**src/hw/rtl/ice_pkg.sv**
```systemverilog
// Shared constants, types and a helper function for the internet checksum engine.
`timescale 1ns / 1ps
package ice_pkg;

   localparam int WORD_W     = 32;
   localparam int BCNT_W     = 3;
   localparam int SUM_W      = 16;
   localparam int LEN_W      = 32;
   localparam int MODE_W     = 2;
   localparam int PROTO_W    = 8;
   localparam int CSR_IDX_W  = 1;
   localparam int CSR_DATA_W = 8;
   localparam int WIDE_SUM_W = SUM_W + 3;

   localparam logic [MODE_W-1:0] MODE_NONE = 2'd0;
   localparam logic [MODE_W-1:0] MODE_IPV4 = 2'd1;
   localparam logic [MODE_W-1:0] MODE_IPV6 = 2'd2;

   localparam logic [CSR_IDX_W-1:0] CSR_PSEUDO_MODE = 1'b0;
   localparam logic [CSR_IDX_W-1:0] CSR_PROTOCOL    = 1'b1;

   localparam logic [PROTO_W-1:0] PROTOCOL_RESET = 8'd6;
   localparam logic [BCNT_W-1:0]  FULL_WORD_BYTES = 3'd4;

   typedef struct packed {
      logic [SUM_W-1:0] sum;
      logic [LEN_W-1:0] len;
   } ice_total_type;

   typedef struct packed {
      logic [MODE_W-1:0]  pseudo_mode;
      logic [PROTO_W-1:0] protocol_number;
   } ice_cfg_type;

   // Fold a multi-operand sum down to 16 bits with end-around carry.
   function automatic logic [SUM_W-1:0] oc_fold(input logic [WIDE_SUM_W-1:0] t);
      logic [SUM_W:0] f1;
      f1 = {1'b0, t[SUM_W-1:0]} + (SUM_W+1)'(t[WIDE_SUM_W-1:SUM_W]);
      oc_fold = f1[SUM_W-1:0] + SUM_W'(f1[SUM_W]);
   endfunction

endpackage

```
**src/hw/rtl/ice_req_if.sv**
```systemverilog
// Input channel carrying packet words into the checksum engine.
`timescale 1ns / 1ps
interface ice_req_if;
   logic                          valid;
   logic                          ready;
   logic [ice_pkg::WORD_W-1:0]    data_word;
   logic [ice_pkg::BCNT_W-1:0]    byte_count;
   logic                          is_address;
   logic                          last;

   modport source (output valid, data_word, byte_count, is_address, last, input ready);
   modport sink   (input valid, data_word, byte_count, is_address, last, output ready);
endinterface

```
**src/hw/rtl/ice_rsp_if.sv**
```systemverilog
// Result channel carrying the checksum and segment length out of the engine.
`timescale 1ns / 1ps
interface ice_rsp_if;
   logic                          valid;
   logic                          ready;
   logic [ice_pkg::SUM_W-1:0]     checksum;
   logic [ice_pkg::LEN_W-1:0]     segment_length;

   modport source (output valid, checksum, segment_length, input ready);
   modport sink   (input valid, checksum, segment_length, output ready);
endinterface

```
**src/hw/rtl/ice_accum.sv**
```systemverilog
// Input register and per-packet accumulator for the ones'-complement sum and byte count.
`timescale 1ns / 1ps
module ice_accum (
   input  logic                  clock,
   input  logic                  reset,
   ice_req_if.sink               req_chan,
   output logic                  total_valid,
   input  logic                  total_ready,
   output ice_pkg::ice_total_type total
);
   import ice_pkg::*;

   logic              in_valid_ff;
   logic [WORD_W-1:0] word_ff;
   logic [BCNT_W-1:0] bcnt_ff;
   logic              addr_ff;
   logic              last_ff;
   logic [SUM_W-1:0]  sum_ff, sum_in;
   logic [LEN_W-1:0]  count_ff, count_in;

   logic              a_fire;
   logic              accept;
   logic [BCNT_W-1:0] bcnt_clamp;
   logic [WORD_W-1:0] mask;
   logic [WORD_W-1:0] masked;
   logic [SUM_W-1:0]  sum_acc;
   logic [LEN_W-1:0]  count_acc;

   // A last beat waits for the finalize stage; other beats always retire.
   assign a_fire         = in_valid_ff && (!last_ff || total_ready);
   assign req_chan.ready = !in_valid_ff || a_fire;
   assign accept         = req_chan.valid && req_chan.ready;

   always_ff @(posedge clock) begin
      if (reset) begin
         in_valid_ff <= 1'b0;
      end else if (req_chan.ready) begin
         in_valid_ff <= req_chan.valid;
      end
      if (accept) begin
         word_ff <= req_chan.data_word;
         bcnt_ff <= req_chan.byte_count;
         addr_ff <= req_chan.is_address;
         last_ff <= req_chan.last;
      end
   end

   always_comb begin
      bcnt_clamp = (bcnt_ff > FULL_WORD_BYTES) ? FULL_WORD_BYTES : bcnt_ff;
      case (bcnt_clamp)
         3'd1:    mask = 32'hff00_0000;
         3'd2:    mask = 32'hffff_0000;
         3'd3:    mask = 32'hffff_ff00;
         3'd4:    mask = 32'hffff_ffff;
         default: mask = 32'h0000_0000;
      endcase
      masked    = word_ff & mask;
      sum_acc   = oc_fold(WIDE_SUM_W'(sum_ff) + WIDE_SUM_W'(masked[WORD_W-1:SUM_W])
                          + WIDE_SUM_W'(masked[SUM_W-1:0]));
      count_acc = addr_ff ? count_ff : count_ff + LEN_W'(bcnt_clamp);
   end

   always_comb begin
      sum_in   = sum_ff;
      count_in = count_ff;
      if (a_fire) begin
         // drop the state at the end of a packet
         sum_in   = last_ff ? '0 : sum_acc;
         count_in = last_ff ? '0 : count_acc;
      end
   end

   always_ff @(posedge clock) begin
      if (reset) begin
         sum_ff   <= '0;
         count_ff <= '0;
      end else begin
         sum_ff   <= sum_in;
         count_ff <= count_in;
      end
   end

   assign total_valid = in_valid_ff && last_ff;
   assign total.sum   = sum_acc;
   assign total.len   = count_acc;

endmodule

```
**src/hw/rtl/ice_final.sv**
```systemverilog
// Pseudo-header addition, complement and result register of the checksum engine.
`timescale 1ns / 1ps
module ice_final (
   input  logic                   clock,
   input  logic                   reset,
   input  logic                   total_valid,
   output logic                   total_ready,
   input  ice_pkg::ice_total_type total,
   input  ice_pkg::ice_cfg_type   cfg,
   ice_rsp_if.source              rsp_chan
);
   import ice_pkg::*;

   logic                tot_valid_ff;
   ice_total_type       tot_ff;
   logic                rsp_valid_ff;
   logic [SUM_W-1:0]    checksum_ff;
   logic [LEN_W-1:0]    length_ff;

   logic                c_load;
   logic                b_fire;
   logic [WIDE_SUM_W-1:0] wide_sum;
   logic [SUM_W-1:0]    final_sum;

   assign c_load      = !rsp_valid_ff || rsp_chan.ready;
   assign b_fire      = tot_valid_ff && c_load;
   assign total_ready = !tot_valid_ff || b_fire;

   always_ff @(posedge clock) begin
      if (reset) begin
         tot_valid_ff <= 1'b0;
      end else if (total_ready) begin
         tot_valid_ff <= total_valid;
      end
      if (total_valid && total_ready) begin
         tot_ff <= total;
      end
   end

   always_comb begin
      wide_sum = WIDE_SUM_W'(tot_ff.sum);
      case (cfg.pseudo_mode)
         MODE_IPV4: begin
            wide_sum = WIDE_SUM_W'(tot_ff.sum) + WIDE_SUM_W'(tot_ff.len[SUM_W-1:0])
                       + WIDE_SUM_W'(cfg.protocol_number);
         end
         MODE_IPV6: begin
            wide_sum = WIDE_SUM_W'(tot_ff.sum) + WIDE_SUM_W'(tot_ff.len[SUM_W-1:0])
                       + WIDE_SUM_W'(tot_ff.len[LEN_W-1:SUM_W])
                       + WIDE_SUM_W'(cfg.protocol_number);
         end
         default: begin
            wide_sum = WIDE_SUM_W'(tot_ff.sum);
         end
      endcase
      final_sum = oc_fold(wide_sum);
   end

   // hold the result until the receiver takes the beat
   always_ff @(posedge clock) begin
      if (reset) begin
         rsp_valid_ff <= 1'b0;
      end else if (c_load) begin
         rsp_valid_ff <= tot_valid_ff;
      end
      if (b_fire) begin
         checksum_ff <= ~final_sum;
         length_ff   <= tot_ff.len;
      end
   end

   assign rsp_chan.valid          = rsp_valid_ff;
   assign rsp_chan.checksum       = checksum_ff;
   assign rsp_chan.segment_length = length_ff;

endmodule

```
**src/hw/rtl/internet_checksum_engine.sv**
```systemverilog
// Top level of the internet checksum engine: configuration registers and stage wiring.
//
// Usage: stream a packet on req_chan as 32-bit network-order words, one beat per
// word, first byte in bits 31:24. byte_count gives the valid leading bytes (1 to 4),
// is_address marks pseudo-header address words (summed, not counted), last marks
// the final word. One result beat on rsp_chan follows each last word: the
// complemented ones'-complement checksum and the counted segment length.
// Set pseudo_mode (index 0) and protocol_number (index 1) through csr_we while idle.
// Throughput: one word per cycle while req_chan.ready is high, set by the per-word
// accumulator update. A last word passes from the input register through the
// finalize register, then the result register, before its result shows on rsp_chan.
// Reset: pseudo_mode returns to none, protocol_number to 6, sums and counts clear,
// and all stages empty.
// Stall: when rsp_chan.ready is low the result holds; words keep flowing until the
// finalize stage holds a last word and another last word sits in the input
// register, then req_chan.ready drops.
`timescale 1ns / 1ps
module internet_checksum_engine (
   input  logic                             clock,
   input  logic                             reset,
   ice_req_if.sink                          req_chan,
   ice_rsp_if.source                        rsp_chan,
   input  logic                             csr_we,
   input  logic [ice_pkg::CSR_IDX_W-1:0]    csr_index,
   input  logic [ice_pkg::CSR_DATA_W-1:0]   csr_wdata
);
   import ice_pkg::*;

   logic [MODE_W-1:0]  mode_ff, mode_in;
   logic [PROTO_W-1:0] proto_ff, proto_in;
   ice_cfg_type        cfg;
   ice_total_type      total;
   logic               total_valid;
   logic               total_ready;

   always_comb begin
      mode_in  = mode_ff;
      proto_in = proto_ff;
      if (csr_we) begin
         unique case (csr_index)
            CSR_PSEUDO_MODE: mode_in  = csr_wdata[MODE_W-1:0];
            CSR_PROTOCOL:    proto_in = csr_wdata[PROTO_W-1:0];
            default:         mode_in  = mode_ff;
         endcase
      end
   end

   always_ff @(posedge clock) begin
      if (reset) begin
         mode_ff  <= MODE_NONE;
         proto_ff <= PROTOCOL_RESET;
      end else begin
         mode_ff  <= mode_in;
         proto_ff <= proto_in;
      end
   end

   assign cfg.pseudo_mode     = mode_ff;
   assign cfg.protocol_number = proto_ff;

   ice_accum u_accum (
      .clock       (clock),
      .reset       (reset),
      .req_chan    (req_chan),
      .total_valid (total_valid),
      .total_ready (total_ready),
      .total       (total)
   );

   ice_final u_final (
      .clock       (clock),
      .reset       (reset),
      .total_valid (total_valid),
      .total_ready (total_ready),
      .total       (total),
      .cfg         (cfg),
      .rsp_chan    (rsp_chan)
   );

   a_reset_empty: assert property (@(posedge clock) reset |=> !rsp_chan.valid)
      else $error("result valid right after reset");

   a_ready_when_drained: assert property (@(posedge clock) disable iff (reset)
      !rsp_chan.valid |-> req_chan.ready)
      else $error("input stalled while result register is empty");

   a_finalize_backpressure: assert property (@(posedge clock) disable iff (reset)
      (total_valid && !total_ready) |-> (rsp_chan.valid && !rsp_chan.ready))
      else $error("finalize stage stalled without a stalled result");

endmodule
```
**src/flat_wrapper.sv**
```systemverilog
// flat-port wrapper written by rule: the top's interface ports become plain ports
module internet_checksum_engine_flat import ice_pkg::*;
  (clock, reset, csr_we, csr_index, csr_wdata, req_chan_valid, req_chan_data_word, req_chan_byte_count, req_chan_is_address, req_chan_last, req_chan_ready, rsp_chan_valid, rsp_chan_checksum, rsp_chan_segment_length, rsp_chan_ready);
  ice_req_if req_chan_i ();
  ice_rsp_if rsp_chan_i ();
  input  logic clock;
  input  logic reset;
  input  logic csr_we;
  input  logic [ice_pkg::CSR_IDX_W-1:0] csr_index;
  input  logic [ice_pkg::CSR_DATA_W-1:0] csr_wdata;
  input wire logic [$bits(req_chan_i.valid)-1:0] req_chan_valid;
  input wire logic [$bits(req_chan_i.data_word)-1:0] req_chan_data_word;
  input wire logic [$bits(req_chan_i.byte_count)-1:0] req_chan_byte_count;
  input wire logic [$bits(req_chan_i.is_address)-1:0] req_chan_is_address;
  input wire logic [$bits(req_chan_i.last)-1:0] req_chan_last;
  output wire logic [$bits(req_chan_i.ready)-1:0] req_chan_ready;
  output wire logic [$bits(rsp_chan_i.valid)-1:0] rsp_chan_valid;
  output wire logic [$bits(rsp_chan_i.checksum)-1:0] rsp_chan_checksum;
  output wire logic [$bits(rsp_chan_i.segment_length)-1:0] rsp_chan_segment_length;
  input wire logic [$bits(rsp_chan_i.ready)-1:0] rsp_chan_ready;
  assign req_chan_i.valid = req_chan_valid;
  assign req_chan_i.data_word = req_chan_data_word;
  assign req_chan_i.byte_count = req_chan_byte_count;
  assign req_chan_i.is_address = req_chan_is_address;
  assign req_chan_i.last = req_chan_last;
  assign req_chan_ready = req_chan_i.ready;
  assign rsp_chan_valid = rsp_chan_i.valid;
  assign rsp_chan_checksum = rsp_chan_i.checksum;
  assign rsp_chan_segment_length = rsp_chan_i.segment_length;
  assign rsp_chan_i.ready = rsp_chan_ready;
  internet_checksum_engine u_core (.clock(clock), .reset(reset), .req_chan(req_chan_i), .rsp_chan(rsp_chan_i), .csr_we(csr_we), .csr_index(csr_index), .csr_wdata(csr_wdata));
endmodule
```
**config.mk**
```make
export PLATFORM = sky130hd
export DESIGN_NAME = internet_checksum_engine_flat
export DESIGN_NICKNAME = d
export VERILOG_FILES = /design/src/hw/rtl/ice_pkg.sv /design/src/hw/rtl/ice_req_if.sv /design/src/hw/rtl/ice_rsp_if.sv /design/src/hw/rtl/ice_accum.sv /design/src/hw/rtl/ice_final.sv /design/src/hw/rtl/internet_checksum_engine.sv /design/src/flat_wrapper.sv
export SDC_FILE = /design/constraint.sdc
export NUM_CORES = 1
export LEC_CHECK = 0
export ABC_AREA = 1
export BUFFER_PORTS_ARGS = -buffer_cell sky130_fd_sc_hd__buf_2
export CAP_MARGIN = 20
export CORE_MARGIN = 3
export CORE_UTILIZATION = 66
export DETAILED_ROUTE_END_ITERATION = 16
export HOLD_SLACK_MARGIN = 0.06
export PLACE_DENSITY = 0.86
export RECOVER_POWER = 100
export SLEW_MARGIN = 20
export SYNTH_ARGS = -nofsm -noshare
export SYNTH_HDL_FRONTEND = slang
export SYNTH_HIERARCHICAL = 1
export SYNTH_SLANG_ARGS = --single-unit
```
**constraint.sdc**
```tcl
create_clock -name clock -period 13.25 [get_ports clock]
set_input_delay 1.325 -clock clock [delete_from_list [all_inputs] [get_ports clock]]
set_output_delay 1.325 -clock clock [all_outputs]
set_load 0.01 [all_outputs]
```
==> metrics <==
Worst Hold Class reg2reg; sequential area share after synthesis 38.8%; Combinational Power Share between 30% and 40%; count of cells resized by post-cts repair 0; Crit Reg-Reg Startpoint u_core/u_final/tot_ff[0]$_DFFE_PP_; 1st-pass router iterations 6; Seq pwr share approximately two fifths; cell count after synthesis between 1,500 and 2,000; Post-DRT Antenna Nets 0; Rows 51; cts bufs inserted 17; area delta synth->final 9.22%; worst hold endpoint u_core/u_final/rsp_chan.segment_length[15]$_DFFE_PP_; Layout Skew ~0.012 ns; Yosys top cell area share between 20 and 30%; Req. time, crit path 13.46 ns; failing checks max-capacitance violations, max-slew violations; cell-internal power between 1 and 1.5 mW; CP Launch Type flip-flop; Hold Crit Depth 0; post-synth cell types 50; Clk network pwr share 30.2%; Post-synth top flop edfxtp_1; global router's overall resource usage 30.6%; largest net degree at the start of global routing 53; area leader, netlist edfxtp_1; final wirelength between 30,000 and 40,000 um; post-route insts no fill roughly 2,100; DP Cell Count between 2,000 and 2,500; slew margin rel. -96.3%; run status finished, violations left; Syn Area/Cell just under 8 um^2; crit path DAT slightly below 9 ns; Clock Sinks 194; RSZ-0062 raised after global routing false; # nets final around 2,000; Clock Tree Root clkbuf_16; Yosys warnings 6; Overflow after GRT 0; DR WL/cell ~16 um; Via density about 5.5; Vias 11,600; asr flop ratio synth 0%; maxcap violations 4; Final GP Congestion 0.983; ANT cells 0; IO Pins slightly above 100; Slowest-stage cell, CP fa_1; CP Max Fanout 6; Slew @ Worst Pin about 3 ns; Max VDD drop about 0.088 mV; first-pass GRT wire length ~54,000 um; drt drc 0; Pins Over Slew Limit 189; Synth Register Bits about 190; P_sw around 0.67 mW; final setup TNS 0 ns; post-CTS setup buffers 0; port bufs 100; # H-tree levels 4; post-synthesis cell area between 10,000 and 15,000 um^2; Longest Clk Path Bufs 2; Net Count, Synth about 1,900; endpoints failing hold 0; vias in the first global route roughly 11,000; final cycle utilization of the critical path 65.3%; die area roughly 22,000 um^2; crit end category flip-flop; fin crit period roughly 8.7 ns; Reg clk slew, reported paths ~0.08 ns; die height 149 um; Most Frequent Cell on Critical Path nor2_1; Synth area leaders edfxtp_1, nand2_1, dfxtp_1; Lkg Pwr roughly 6.8 nW; share of cells above drive strength 1 11.0%; r2r setup slk roughly 4.6 ns; CP Class reg2reg; PwrDens between 100 and 150 nW/um^2; Initial Util 68.2%; Max stage delay on crit path about 0.50 ns; r2r worst-path depth 50; insertion delay to the later sink of the worst-skew pair about 0.44 ns; # hold bufs at CTS 0; Hold Crit Start u_core/u_final/tot_ff[15]$_DFFE_PP_; Die Wd roughly 150 um; dpl hpwl 25,800 um; switch share a little under two fifths; FF-to-FF End u_core/u_final/rsp_chan.checksum[15]$_DFFE_PP_; Core ar. 19,700 um^2; Max Clock Freq 116 MHz; setup violators final 0; CTS tree done; number of synthesized flops with an enable pin around 130; initial antenna violation count 0; Iteration-0 DRC Markers around 860
## worst max-delay path, delay by kind of cell (launching register included)
kind	cells	cell delay [ns]
buffers and inverters	6	0.38
DFF	1	0.43
adders and majority gates	7	2.39
and+or+nand+nor	29	4.00
AOI/OAI and AO/OA	7	0.97
xor gates and xnor gates	1	0.26
## layer usage
layer | track usage (%) | wire length [um] | vias up
met5 | 0 | 0 | -
met4 | 15.5 | 1720 | 0
met3 | 4.25 | 1990 | 95
met2 | 54.2 | 16600 | 448
met1 | 36.5 | 13200 | 5364
li1 | - | - | 5687
## area by class of cell
cell class / count / area (um^2)
tap: 265 / 332
fill: 1448 / 5030
sequential: 194 / 5220
clock buffer: 17 / 425
multi-input combinational: 1220 / 6980
clock inverter: 15 / 220
inverter: 274 / 1040
timing repair buffer: 105 / 484
## cell families (layout without fill, tap and decap cells)
family,after synthesis,after routing,share of synthesized area [%]
buf+inv,297,411,8.39
flops,194,194,38.8
simple gates,911,911,31.3
compound gates,144,144,5.93
fa+ha+maj,106,106,11.6
xor+xnor,59,59,4.01
## cell usage after synthesis (all sizes together) (10+ instances only)
cell / n
edfxtp: 133
ha: 75
nor3: 11
nand3b: 12
or2: 10
clkbuf: 16
nand2: 538
o21ai: 30
a21oi: 100
nand4: 25
dfxtp: 61
inv: 272
fa: 31
xnor2: 25
nor2: 157
xor2: 34
nand3: 151
## sequential cells by signal (all words and copies together), names as in the netlist, 3 cells and up
| name | count |
|---|---|
| u_core/proto_ff | 8 |
| u_core/u_accum/bcnt_ff | 3 |
| u_core/u_accum/count_ff | 32 |
| u_core/u_accum/sum_ff | 16 |
| u_core/u_accum/word_ff | 32 |
| u_core/u_final/rsp_chan.checksum | 16 |
| u_core/u_final/rsp_chan.segment_length | 32 |
| u_core/u_final/tot_ff | 48 |
## power by group through the flow
stage	logic, mW	clock network (mW)	registers [mW]
finish	0.569	0.547	0.696
CTS	0.566	0.555	0.695
global route	0.635	0.576	0.699
detailed placement	0.560	0	0.709
global placement	0.542	0	0.708
floorplan	0.432	0	0.706
## metrics by stage
stage / power [mW] / hold slack [ns] / util, % / cell area (um^2) / worst slack, ns
2_1_floorplan: 1.14 / 0.426 / - / 13500 / 6.26
3_3_place_gp: 1.25 / 0.437 / 72.3 / 14300 / 5.79
3_5_place_dp: 1.27 / 0.454 / 72.3 / 14300 / 5.40
4_1_cts: 1.82 / 0.464 / 75.6 / 14900 / 5.34
5_1_grt: 1.91 / 0.474 / 74.5 / 14700 / 3.70
6_report: 1.81 / 0.470 / 74.5 / 14700 / 4.60
## cells in the final DEF, fill, tap and decap left out, types with 31 or more instances in the layout
cell,synthesis,final
edfxtp_1,133,133
nor2_1,122,143
a21oi_1,92,91
buf_2,2,50
clkbuf_1,16,53
ha_1,75,75
nand3_1,131,136
dfxtp_1,61,61
inv_1,251,250
fa_1,31,31
xor2_1,32,32
nand2_1,488,495
nand2_2,45,38
## how the worst max path moves through the flow
stage                                                          end  slack [ns]  cells past startpoint                               start
finish              u_core/u_final/rsp_chan.checksum[15]$_DFFE_PP_        4.60                     50  u_core/u_final/tot_ff[0]$_DFFE_PP_
global placement    u_core/u_final/rsp_chan.checksum[15]$_DFFE_PP_        5.79                     50  u_core/u_final/tot_ff[0]$_DFFE_PP_
global route        u_core/u_final/rsp_chan.checksum[15]$_DFFE_PP_        3.70                     50  u_core/u_final/tot_ff[0]$_DFFE_PP_
floorplan           u_core/u_final/rsp_chan.checksum[15]$_DFFE_PP_        6.26                     50  u_core/u_final/tot_ff[0]$_DFFE_PP_
detailed placement  u_core/u_final/rsp_chan.checksum[15]$_DFFE_PP_        5.40                     50  u_core/u_final/tot_ff[0]$_DFFE_PP_
CTS                 u_core/u_final/rsp_chan.checksum[15]$_DFFE_PP_        5.34                     50  u_core/u_final/tot_ff[0]$_DFFE_PP_
No activity file was read; power rests on OpenSTA's default activity.
